`config.mk`:
```
export PLATFORM = sky130hd
export DESIGN_NAME = bitmap_block_allocator_top
export DESIGN_NICKNAME = d
export VERILOG_FILES = /design/src/sv/bba_pkg.sv /design/src/sv/bitmap_block_allocator_top.sv
export SDC_FILE = /design/constraint.sdc
export NUM_CORES = 1
export LEC_CHECK = 0
export BUFFER_PORTS_ARGS = -buffer_cell sky130_fd_sc_hd__buf_2
export CAP_MARGIN = 30
export CELL_PAD_IN_SITES_DETAIL_PLACEMENT = 1
export CELL_PAD_IN_SITES_GLOBAL_PLACEMENT = 1
export CORE_MARGIN = 2
export CORE_UTILIZATION = 40
export DETAILED_ROUTE_END_ITERATION = 10
export HOLD_SLACK_MARGIN = 0.1
export MAX_ROUTING_LAYER = met4
export PLACE_DENSITY = 0.67
export SLEW_MARGIN = 20
export SYNTH_ARGS = -nofsm -noshare
export SYNTH_HDL_FRONTEND = slang
export SYNTH_SLANG_ARGS = --single-unit
export TNS_END_PERCENT = 5
```
`constraint.sdc`:
```
create_clock -name i_clk -period 6.73 [get_ports i_clk]
set_clock_uncertainty 0.15 [all_clocks]
set_input_delay 0.673 -clock i_clk [delete_from_list [all_inputs] [get_ports i_clk]]
set_output_delay 0.673 -clock i_clk [all_outputs]
set_load 0.02 [all_outputs]
```
`src/sv/bba_pkg.sv`:
```
// ============================================================================
// bba_pkg
// Shared types and sizing constants of the bitmap block allocator.
// ============================================================================
package bba_pkg;

    // Disk size in blocks and the width of one bitmap word (a power of two).
    localparam int NUM_BLOCKS = 1024;
    localparam int WORD_BITS  = 32;

    // Width of a block number as it travels on the ports.
    localparam int BLK_W  = 10;
    localparam int FIELD_SPAN = 1 << BLK_W;

    localparam int BIT_W     = $clog2(WORD_BITS);
    localparam int MAP_WORDS = (NUM_BLOCKS + WORD_BITS - 1) / WORD_BITS;
    localparam int ADDR_W    = (MAP_WORDS > 1) ? $clog2(MAP_WORDS) : 1;
    localparam int IDX_W     = ADDR_W + BIT_W;
    localparam int CMP_W     = ((IDX_W > BLK_W) ? IDX_W : BLK_W) + 1;

    // Allocation can only hand out blocks that the output field can name.
    localparam int LIMIT       = (NUM_BLOCKS < FIELD_SPAN) ? NUM_BLOCKS : FIELD_SPAN;
    localparam int LIMIT_WORDS = (LIMIT + WORD_BITS - 1) / WORD_BITS;

    localparam logic MODE_ALLOC = 1'b0;
    localparam logic MODE_FREE  = 1'b1;

    typedef struct packed {
        logic             mode;
        logic [BLK_W-1:0] block_number;
    } t_req;

    typedef struct packed {
        logic [BLK_W-1:0] granted_block;
        logic             success;
    } t_resp;

    typedef enum logic [2:0] {
        S_IDLE,
        S_FREE_RD,
        S_FREE_WR,
        S_SCAN,
        S_OUT
    } t_state;

endpackage

```
`src/sv/bitmap_block_allocator_top.sv`:
```
// ============================================================================
// bitmap_block_allocator_top
// First-fit allocator of disk blocks over a bitmap held in a word memory.
// ============================================================================
// Usage:
//   Requests arrive on i_in_valid / o_in_stall with an allocate or free
//   command; each request yields exactly one response on o_out_valid /
//   i_out_stall. The first block that allocation may hand out is written on
//   the configuration channel (i_cfg_valid / o_cfg_ready) while idle.
//   A free of a block on the disk reads its word, clears the bit and writes
//   the word back before the output register is loaded. An allocation reads
//   one bitmap word per cycle through the single memory read port, from the
//   word of the search start up to a hit or the last word. One request is
//   in flight at a time; o_in_stall is high until its response is loaded.
//   Reset clears all used bits at once through per-word valid flags and
//   sets the search start to block 0; no clearing pass is needed.
//   While the receiver stalls, the response waits in the output register
//   and the sequencer holds the finished result until that register frees.
// ============================================================================
module bitmap_block_allocator_top
    import bba_pkg::*;
(
    input  logic             i_clk,
    input  logic             i_rst_n,
    input  logic             i_cfg_valid,
    output logic             o_cfg_ready,
    input  logic [BLK_W-1:0] i_cfg_data,
    input  logic             i_in_valid,
    output logic             o_in_stall,
    input  t_req             i_in_data,
    output logic             o_out_valid,
    input  logic             i_out_stall,
    output t_resp            o_out_data
);

    localparam logic [ADDR_W-1:0] LAST_WORD = ADDR_W'(LIMIT_WORDS - 1);
    localparam logic [CMP_W-1:0]  LIMIT_C   = CMP_W'(LIMIT);
    localparam logic [CMP_W-1:0]  NBLK_C    = CMP_W'(NUM_BLOCKS);

    logic [WORD_BITS-1:0] mem [MAP_WORDS];
    logic [MAP_WORDS-1:0] r_row_vld;
    logic [WORD_BITS-1:0] r_rdata;
    logic                 r_rd_vld;

    t_state               r_state, n_state;
    logic [BLK_W-1:0]     r_first;
    logic [ADDR_W-1:0]    r_addr, n_addr;
    logic [BIT_W-1:0]     r_bit, n_bit;
    logic                 r_issue, n_issue;
    logic                 r_chk_valid;
    logic [ADDR_W-1:0]    r_chk_addr;
    logic [BLK_W-1:0]     r_res_blk, n_res_blk;
    logic                 r_res_ok, n_res_ok;
    logic                 r_out_valid;
    t_resp                r_out_data;

    logic                 in_xfer;
    logic                 rd_en;
    logic                 wr_en;
    logic [ADDR_W-1:0]    wr_addr;
    logic [WORD_BITS-1:0] wr_data;
    logic                 load_out;
    logic                 out_free;

    logic [WORD_BITS-1:0] cur_word;
    logic [WORD_BITS-1:0] masked;
    logic [WORD_BITS-1:0] zeros;
    logic [WORD_BITS-1:0] lowest;
    logic [BIT_W-1:0]     hit_bit;
    logic                 hit;
    logic [CMP_W-1:0]     first_ext;
    logic [CMP_W-1:0]     blk_ext;
    logic [CMP_W-1:0]     hit_idx;

    assign o_cfg_ready = (r_state == S_IDLE);
    assign o_in_stall  = (r_state != S_IDLE);
    assign in_xfer     = i_in_valid && !o_in_stall;
    assign out_free    = !r_out_valid || !i_out_stall;
    assign o_out_valid = r_out_valid;
    assign o_out_data  = r_out_data;

    assign first_ext = CMP_W'(r_first);
    assign blk_ext   = CMP_W'(i_in_data.block_number);
    assign cur_word  = r_rd_vld ? r_rdata : '0;

    // Blocks below the search start or past the last nameable block count as used.
    always_comb begin
        logic [CMP_W-1:0] idx;
        masked = cur_word;
        for (int i = 0; i < WORD_BITS; i++) begin
            idx = CMP_W'({r_chk_addr, BIT_W'(i)});
            if (idx < first_ext || idx >= LIMIT_C) begin
                masked[i] = 1'b1;
            end
        end
    end

    assign zeros  = ~masked;
    assign lowest = zeros & (~zeros + WORD_BITS'(1));
    assign hit    = r_chk_valid && (zeros != '0);

    always_comb begin
        hit_bit = '0;
        for (int i = 0; i < WORD_BITS; i++) begin
            if (lowest[i]) begin
                hit_bit = hit_bit | BIT_W'(i);
            end
        end
    end

    assign hit_idx = CMP_W'({r_chk_addr, hit_bit});

    // Next state and sequencer registers.
    always_comb begin
        n_state   = r_state;
        n_addr    = r_addr;
        n_bit     = r_bit;
        n_issue   = r_issue;
        n_res_blk = r_res_blk;
        n_res_ok  = r_res_ok;
        case (r_state)
            S_IDLE: begin
                if (in_xfer) begin
                    n_res_blk = '0;
                    n_res_ok  = 1'b0;
                    if (i_in_data.mode == MODE_FREE) begin
                        n_addr = ADDR_W'(blk_ext >> BIT_W);
                        n_bit  = i_in_data.block_number[BIT_W-1:0];
                        if (blk_ext < NBLK_C) begin
                            n_res_ok = 1'b1;
                            n_state  = S_FREE_RD;
                        end else begin
                            n_state = S_OUT;
                        end
                    end else begin
                        n_addr  = ADDR_W'(first_ext >> BIT_W);
                        n_issue = 1'b1;
                        if (first_ext < LIMIT_C) begin
                            n_state = S_SCAN;
                        end else begin
                            n_state = S_OUT;
                        end
                    end
                end
            end
            S_FREE_RD: begin
                n_state = S_FREE_WR;
            end
            S_FREE_WR: begin
                n_state = S_OUT;
            end
            S_SCAN: begin
                if (r_issue) begin
                    if (r_addr == LAST_WORD) begin
                        n_issue = 1'b0;
                    end else begin
                        n_addr = r_addr + ADDR_W'(1);
                    end
                end
                if (hit) begin
                    n_res_blk = hit_idx[BLK_W-1:0];
                    n_res_ok  = 1'b1;
                    n_state   = S_OUT;
                end else if (r_chk_valid && r_chk_addr == LAST_WORD) begin
                    n_state = S_OUT;
                end
            end
            S_OUT: begin
                if (out_free) begin
                    n_state = S_IDLE;
                end
            end
            default: begin
                n_state = S_IDLE;
            end
        endcase
    end

    // Memory and output controls.
    always_comb begin
        rd_en    = 1'b0;
        wr_en    = 1'b0;
        wr_addr  = r_addr;
        wr_data  = cur_word;
        load_out = 1'b0;
        case (r_state)
            S_FREE_RD: begin
                rd_en = 1'b1;
            end
            S_FREE_WR: begin
                wr_en   = 1'b1;
                wr_data = cur_word & ~(WORD_BITS'(1) << r_bit);
            end
            S_SCAN: begin
                rd_en   = r_issue;
                wr_en   = hit;
                wr_addr = r_chk_addr;
                wr_data = cur_word | lowest;
            end
            S_OUT: begin
                load_out = out_free;
            end
            default: begin
                rd_en = 1'b0;
            end
        endcase
    end

    always_ff @(posedge i_clk) begin
        if (rd_en) begin
            r_rdata <= mem[r_addr];
        end
        if (wr_en) begin
            mem[wr_addr] <= wr_data;
        end
    end

    always_ff @(posedge i_clk) begin
        if (!i_rst_n) begin
            r_row_vld <= '0;
            r_rd_vld  <= 1'b0;
        end else begin
            if (rd_en) begin
                r_rd_vld <= r_row_vld[r_addr];
            end
            if (wr_en) begin
                r_row_vld[wr_addr] <= 1'b1;
            end
        end
    end

    always_ff @(posedge i_clk) begin
        if (!i_rst_n) begin
            r_state     <= S_IDLE;
            r_first     <= '0;
            r_issue     <= 1'b0;
            r_chk_valid <= 1'b0;
            r_out_valid <= 1'b0;
        end else begin
            r_state <= n_state;
            r_issue <= n_issue;
            if (i_cfg_valid && o_cfg_ready) begin
                r_first <= i_cfg_data;
            end
            // The word read this cycle is checked in the next one.
            r_chk_valid <= (r_state == S_SCAN) && r_issue && !hit;
            if (load_out) begin
                r_out_valid <= 1'b1;
            end else if (!i_out_stall) begin
                r_out_valid <= 1'b0;
            end
        end
    end

    always_ff @(posedge i_clk) begin
        r_addr     <= n_addr;
        r_bit      <= n_bit;
        r_res_blk  <= n_res_blk;
        r_res_ok   <= n_res_ok;
        r_chk_addr <= r_addr;
        if (load_out) begin
            r_out_data.granted_block <= r_res_blk;
            r_out_data.success       <= r_res_ok;
        end
    end

endmodule

```
After elaboration in Yosys (flattened, before gate mapping)

Memories as Yosys holds them, arrays and structs flattened. A register that Yosys moved wholly into a read port is not among the register bits.
Cells that the tools add are included.
Widths: inputs -> output; s select.

Bits in registers: 86
Bits in writable memories: 1024
Input bits: 26
Output and inout port bits: 14
Memories: 1

$add $sub $neg: 2
Order comparisons: 37
Equal/unequal tests: 19
Shift operators: 1
Multiplexer cells: 151
Bitwise logic cells: 7
Reduce and logical (&&, ||, !) cells: 21

Memory list:

| name | words | bits a word | read ports | clocked after memory_dff | wr ports | RTL line                         | text |
|---|---|---|---|---|---|---|---|
| mem  | 32    | 32          | 1          | 1                        | 1        | bitmap_block_allocator_top.sv:40 | `logic [WORD_BITS-1:0] mem [MAP_WORDS];` |

Operators with widths:

| operator              | number |
|---|---|
| $lt 10x10->1          | 32 |
| $mux 5                | 32 |
| $mux 32               | 3 |
| $not 32->32           | 3 |
| $mux 3                | 24 |
| $mux 1                | 66 |
| $and 32x32->32        | 2 |
| $or 32x32->32         | 2 |
| $pmux 32 s2           | 1 |
| $mux 10               | 6 |
| $add 32x1->32 const B | 1 |
| $mux 4                | 8 |
| $reduce_bool 32->1    | 1 |
| $shl 1x5->32 const A  | 1 |
| $lt 10x11->1 const B  | 2 |
| $pmux 10 s2           | 1 |
| $pmux 3 s5            | 1 |
| $lt 5x6->1 const B    | 2 |
| $ne 2x2->1 const B    | 6 |
| $eq 5x5->1 const B    | 2 |
| $ne 2x1->1 const B    | 5 |
| $pmux 5 s2            | 1 |
| $reduce_and 3->1      | 3 |
| $pmux 1 s2            | 4 |
| 18 further kinds      | 29 |

Logic depth before layout (Yosys ltp)

Depth after elaboration: 40
Depth in mapped cells: 14

Worst setup path before layout

OpenSTA, ideal clock, no wires.

Path kind: reg2reg
From: register r_first[7]
To: memory mem[2][0], enable pin
Data arrival time: 4447 ps
Setup slack: 1672 ps
Stages on the path, launching flop included: 12
Path buffers: 1
Clock period less this slack: 5058 ps
Cell sequence: dfxtp_1 -> inv_1 -> ha_1 -> and4_1 -> buf_4 -> o21ai_0 -> a32oi_1 -> o21a_1 -> or3_1 -> o31ai_2 -> and2_1 -> nor3_1

Longest elaborated chain between the ends: 8

RTL lines:

| what                             | RTL line                          | text |
|---|---|---|
| start, declared                  | bitmap_block_allocator_top.sv:46  | `logic [BLK_W-1:0] r_first;` |
| start signal, assigned           | bitmap_block_allocator_top.sv:243 | `r_first <= i_cfg_data;` |
| $lt 10x10->1                     | bitmap_block_allocator_top.sv:92  | `if (idx < first_ext \|\| idx >= LIMIT_C) begin` |
| $mux 1                           | bitmap_block_allocator_top.sv:92  |  |
| $not 32->32 (*)                  | bitmap_block_allocator_top.sv:98  | `assign zeros = ~masked;` |
| $reduce_bool 32->1 (*)           | bitmap_block_allocator_top.sv:100 | `assign hit = r_chk_valid && (zeros != '0);` |
| $logic_and 1x1->1 (*)            | bitmap_block_allocator_top.sv:100 |  |
| $pmux 1 s2 (*)                   | bitmap_block_allocator_top.sv:186 | `case (r_state)` |
| $mux 1 (*)                       | bitmap_block_allocator_top.sv:213 | `if (wr_en) begin` |
| $mux 1 (implied by the code) (*) | bitmap_block_allocator_top.sv:214 | `mem[wr_addr] <= wr_data;` |
| end, declared                    | bitmap_block_allocator_top.sv:40  |  |

Mark *: on every way between the ends. The rest lies on a longest branch, timed or not.

Final worst setup path

From: register r_first[8]
To: memory mem[7][24], enable pin

The elaborated chain is that of the path after synthesis.

==> impl_metrics.ini <==
[status]
result_of_the_run = finished, final reports clean

[worst_setup_path]
worst_path_max_delay_cell = sky130_fd_sc_hd__o31ai_2
cp_num_cells = 13
critPathMaxFanout = 32
cp_startpoint_kind = flip-flop
cpMostUsedCell = sky130_fd_sc_hd__buf_4
timing.setup.critical_path_class = flip-flop to flip-flop
launching_point_of_the_worst_reg2reg_path = r_first[8]
end_kind = flip-flop
timing.critical_path.max_delay_family = simple AND/OR/NAND/NOR gates
crit-reg2reg-capture = mem[7][24]
cp_slowest_stage_delay_ns = 0.67
r2r.worst_path.cells = 13
ff2ff_setup_slack_ns = 1.01
path_cells = inv_1 -> ha_1 -> and4_1 -> a221oi_2 -> o22ai_1 -> buf_4 -> nor2_1 -> nand4_2 -> o31ai_2 -> and2_1 -> or4_1 -> nor2_4 -> buf_4
critPathLaunch = r_first[8]
cp.buffers_inverters = 3
timing.critical_path.to = mem[7][24]
crit_arrival_ns = 5.92
cp_data_required_time_ns = 6.93

[final_layout]
fill_cells = 10261
antenna_cells = 0
highest_count_cells_in_the_layout_ignoring_fill_and_taps = sky130_fd_sc_hd__edfxtp_1, sky130_fd_sc_hd__mux4_2, sky130_fd_sc_hd__nand2_1
synthToLayoutAreaGrowth_pct = 15.22
layout.cells.most_common = sky130_fd_sc_hd__edfxtp_1
multiInputGateArea_mm2 = 0.01156
final_net_count = 2423
layout.cell_area.non_filler_mm2 = 0.05232
final_layout_size_suffix_gt1_share_pct = 29.68
sequential_cell_area_mm2 = 0.03375
final_cell_count_no_fill = 3983

[placed_design]
gpl.final_weighted_congestion = 0.8913
post-dp-hpwl_mm = 72.81
numPortBuffers = 39
detailed_place.area_mm2 = 0.04820
post-place-cells = 3752

[clock_tree]
cts.root.buffer_cell = sky130_fd_sc_hd__clkbuf_16
max-clock-path-buffers = 3
worst_skew_pair.late_latency_ns = 0.72
numClockSinks = 1142
clk_pin_slew_ns = 0.06
cts-resized-gates = 0
cts.htree.levels = 3
tritoncts.num_buffers = 113
tritoncts_clock_tree = done

[logic_synthesis]
mappedNetlistArea_mm2 = 0.04541
post_synth_cell_types = 68
synth-seq-area-share_pct = 74.32
synth_warnings = 0
synth_edf_count = 1088
post_synth.cell_area_avg_um2 = 20.24
synth.net_count = 2278
post_synthesis_sequential_element_count = 1142
synth_cells = 2244
asyncSetResetFlopFracSynth_pct = 0
synth-main-ff-cell = sky130_fd_sc_hd__edfxtp_1

[job]
drv_cap = 0

[global_route]
grt_remaining_overflow = 0
gr-usage-met2_pct = 32.83
grt-busiest-layer = met2
gr-usage-met1_pct = 29.39
groute.usage.overall_pct = 21.40
grt_first_pass_wirelength_mm = 174.9
via_count_of_the_first_global_routing_pass = 24508
grtUsageMet3_pct = 3.788
grt_antenna_before_repair = 2
largest_net_degree_at_the_start_of_global_routing = 116

[routing]
dr.pass1.iters = 6
drc = 0
detailroute.via_count = 23103
wirelength_mm = 119.8
drt_iter0_drc = 2093
wl_per_cell_um = 30.08
detail_route.vias_per_cell = 5.800
post_detailed_route_count_of_antenna_violating_nets = 0

[sta]
final-hold-violation-count = 0
fmax_mhz = 174.8
setup_tns_ns = 0
post-route-period-util_pct = 85.00
post-route-min-period_ns = 5.720
max-slew-margin-rel_pct = 33.09
total_setup_violations_reported_at_the_end_of_the_flow = 0
maxSlewViolCount = 0
hold-worst-slack_ns = 0.1519
rsz0062_at_grt = false
worst_pin_slew_ns = 1.004

[hold_path]
worst_hold_path_type = primary input to flip-flop
worstHoldPathCells = 3

[floorplanning]
effective_utilization_at_floorplan_pct = 40.37
fp.dieW_um = 340.9
num_rows = 123
io-pin-count = 40
core-area_mm2 = 0.1125
die_height_um = 340.9
fp.dieArea_mm2 = 0.1162

[power_and_ir_drop]
max-vdd-ir-drop_uv = 226.0
p_leak_nw = 16.37
pwr_density_cell_mw_per_mm2 = 339.3
-- cells in the mapped netlist (16+ instances only) --
cell | n | share of area, %
sky130_fd_sc_hd__a21oi_1 | 42 | 0.46
sky130_fd_sc_hd__buf_1 | 36 | 0.30
sky130_fd_sc_hd__clkbuf_1 | 70 | 0.58
sky130_fd_sc_hd__dfxtp_1 | 54 | 2.4
sky130_fd_sc_hd__edfxtp_1 | 1088 | 72
sky130_fd_sc_hd__inv_1 | 16 | 0.13
sky130_fd_sc_hd__mux2_2 | 32 | 0.79
sky130_fd_sc_hd__mux4_2 | 330 | 16
sky130_fd_sc_hd__nand2_1 | 148 | 1.2
sky130_fd_sc_hd__nand3_1 | 35 | 0.39
sky130_fd_sc_hd__nor2_1 | 95 | 0.79
sky130_fd_sc_hd__nor3_1 | 16 | 0.18
sky130_fd_sc_hd__o211ai_1 | 21 | 0.35
sky130_fd_sc_hd__o21ai_0 | 66 | 0.73
-- repair_timing --
action / in CTS / in global routing
hold buffers: 14 / 0
endpoints found under the hold margin: 14 / 0
setup buffers: 0 / 0
-- flip-flops by register name, summed over array words and instances (netlist names) --
signal / cells
r_issue: 1
r_state: 3
o_out_valid: 1
r_addr: 5
r_first: 10
o_out_data: 11
r_bit: 5
r_rd_vld: 1
r_res_blk: 10
r_res_ok: 1
r_chk_valid: 1
r_row_vld: 32
mem: 1024
r_chk_addr: 5
r_rdata: 32
-- routing by layer --
layer  up-vias  part of all wire, %
met4         0                  3.0
li1       9647                    -
met1     12422                   43
met5         -                    0
met2       821                   47
met3       213                  6.5
-- worst min-delay path: stages --
cell                       delay, ns
sky130_fd_sc_hd__buf_2          0.12
sky130_fd_sc_hd__nand2_1        0.08
sky130_fd_sc_hd__a21boi_0       0.08
-- cell type report --
type / instances / area share [%]
clock inverter: 72 / 1.650
multi-input combinational: 969 / 22.10
inverter: 16 / 0.1148
clock buffer: 137 / 5.674
timing repair buffer: 147 / 2.363
tap: 1500 / 3.587
sequential: 1142 / 64.51
-- kinds of logic (layout without fill, tap and decap cells) --
| group | count (synthesis) | count (layout) | share of synthesized area, % |
|---|---|---|---|
| DFF | 1142 | 1142 | 74.32 |
| and+or+nand+nor | 374 | 374 | 3.835 |
| muxes | 368 | 368 | 17.29 |
| AOI/OAI and AO/OA | 217 | 217 | 3.138 |
| buffers and inverters | 133 | 372 | 1.154 |
| adders and majority gates | 8 | 8 | 0.2204 |
| xor gates and xnor gates | 2 | 2 | 0.03858 |
-- report_power, final --
part	switching, mW	total [mW]	internal (mW)	leakage, nW
clock network	2.74	6.50	3.77	1.87
logic	1.81	2.94	1.13	4.06
registers	0.135	8.31	8.18	10.4
total	4.68	17.8	13.1	16.4
-- worst min path at each step --
stage | to | startpoint | slack [ns]
2_1_floorplan | r_chk_addr[2] | r_addr[2] | 0.20
4_1_cts | o_out_valid | i_out_stall | 0.11
5_1_grt | o_out_valid | i_out_stall | 0.13
3_3_place_gp | o_out_data[0] | r_res_ok | 0.26
6_report | o_out_valid | i_out_stall | 0.15
3_5_place_dp | o_out_data[7] | r_res_blk[6] | 0.26
-- per-stage QoR --
stage	util, %	worst slack [ns]	power (mW)
2_1_floorplan	-	1.672	10.25
3_3_place_gp	42.77	1.332	11.32
3_5_place_dp	42.84	1.123	11.37
4_1_cts	46.37	1.049	17.86
5_1_grt	46.51	0.7782	18.31
6_report	46.51	1.010	17.75
Note: power is estimated with default switching activity, not from simulation.
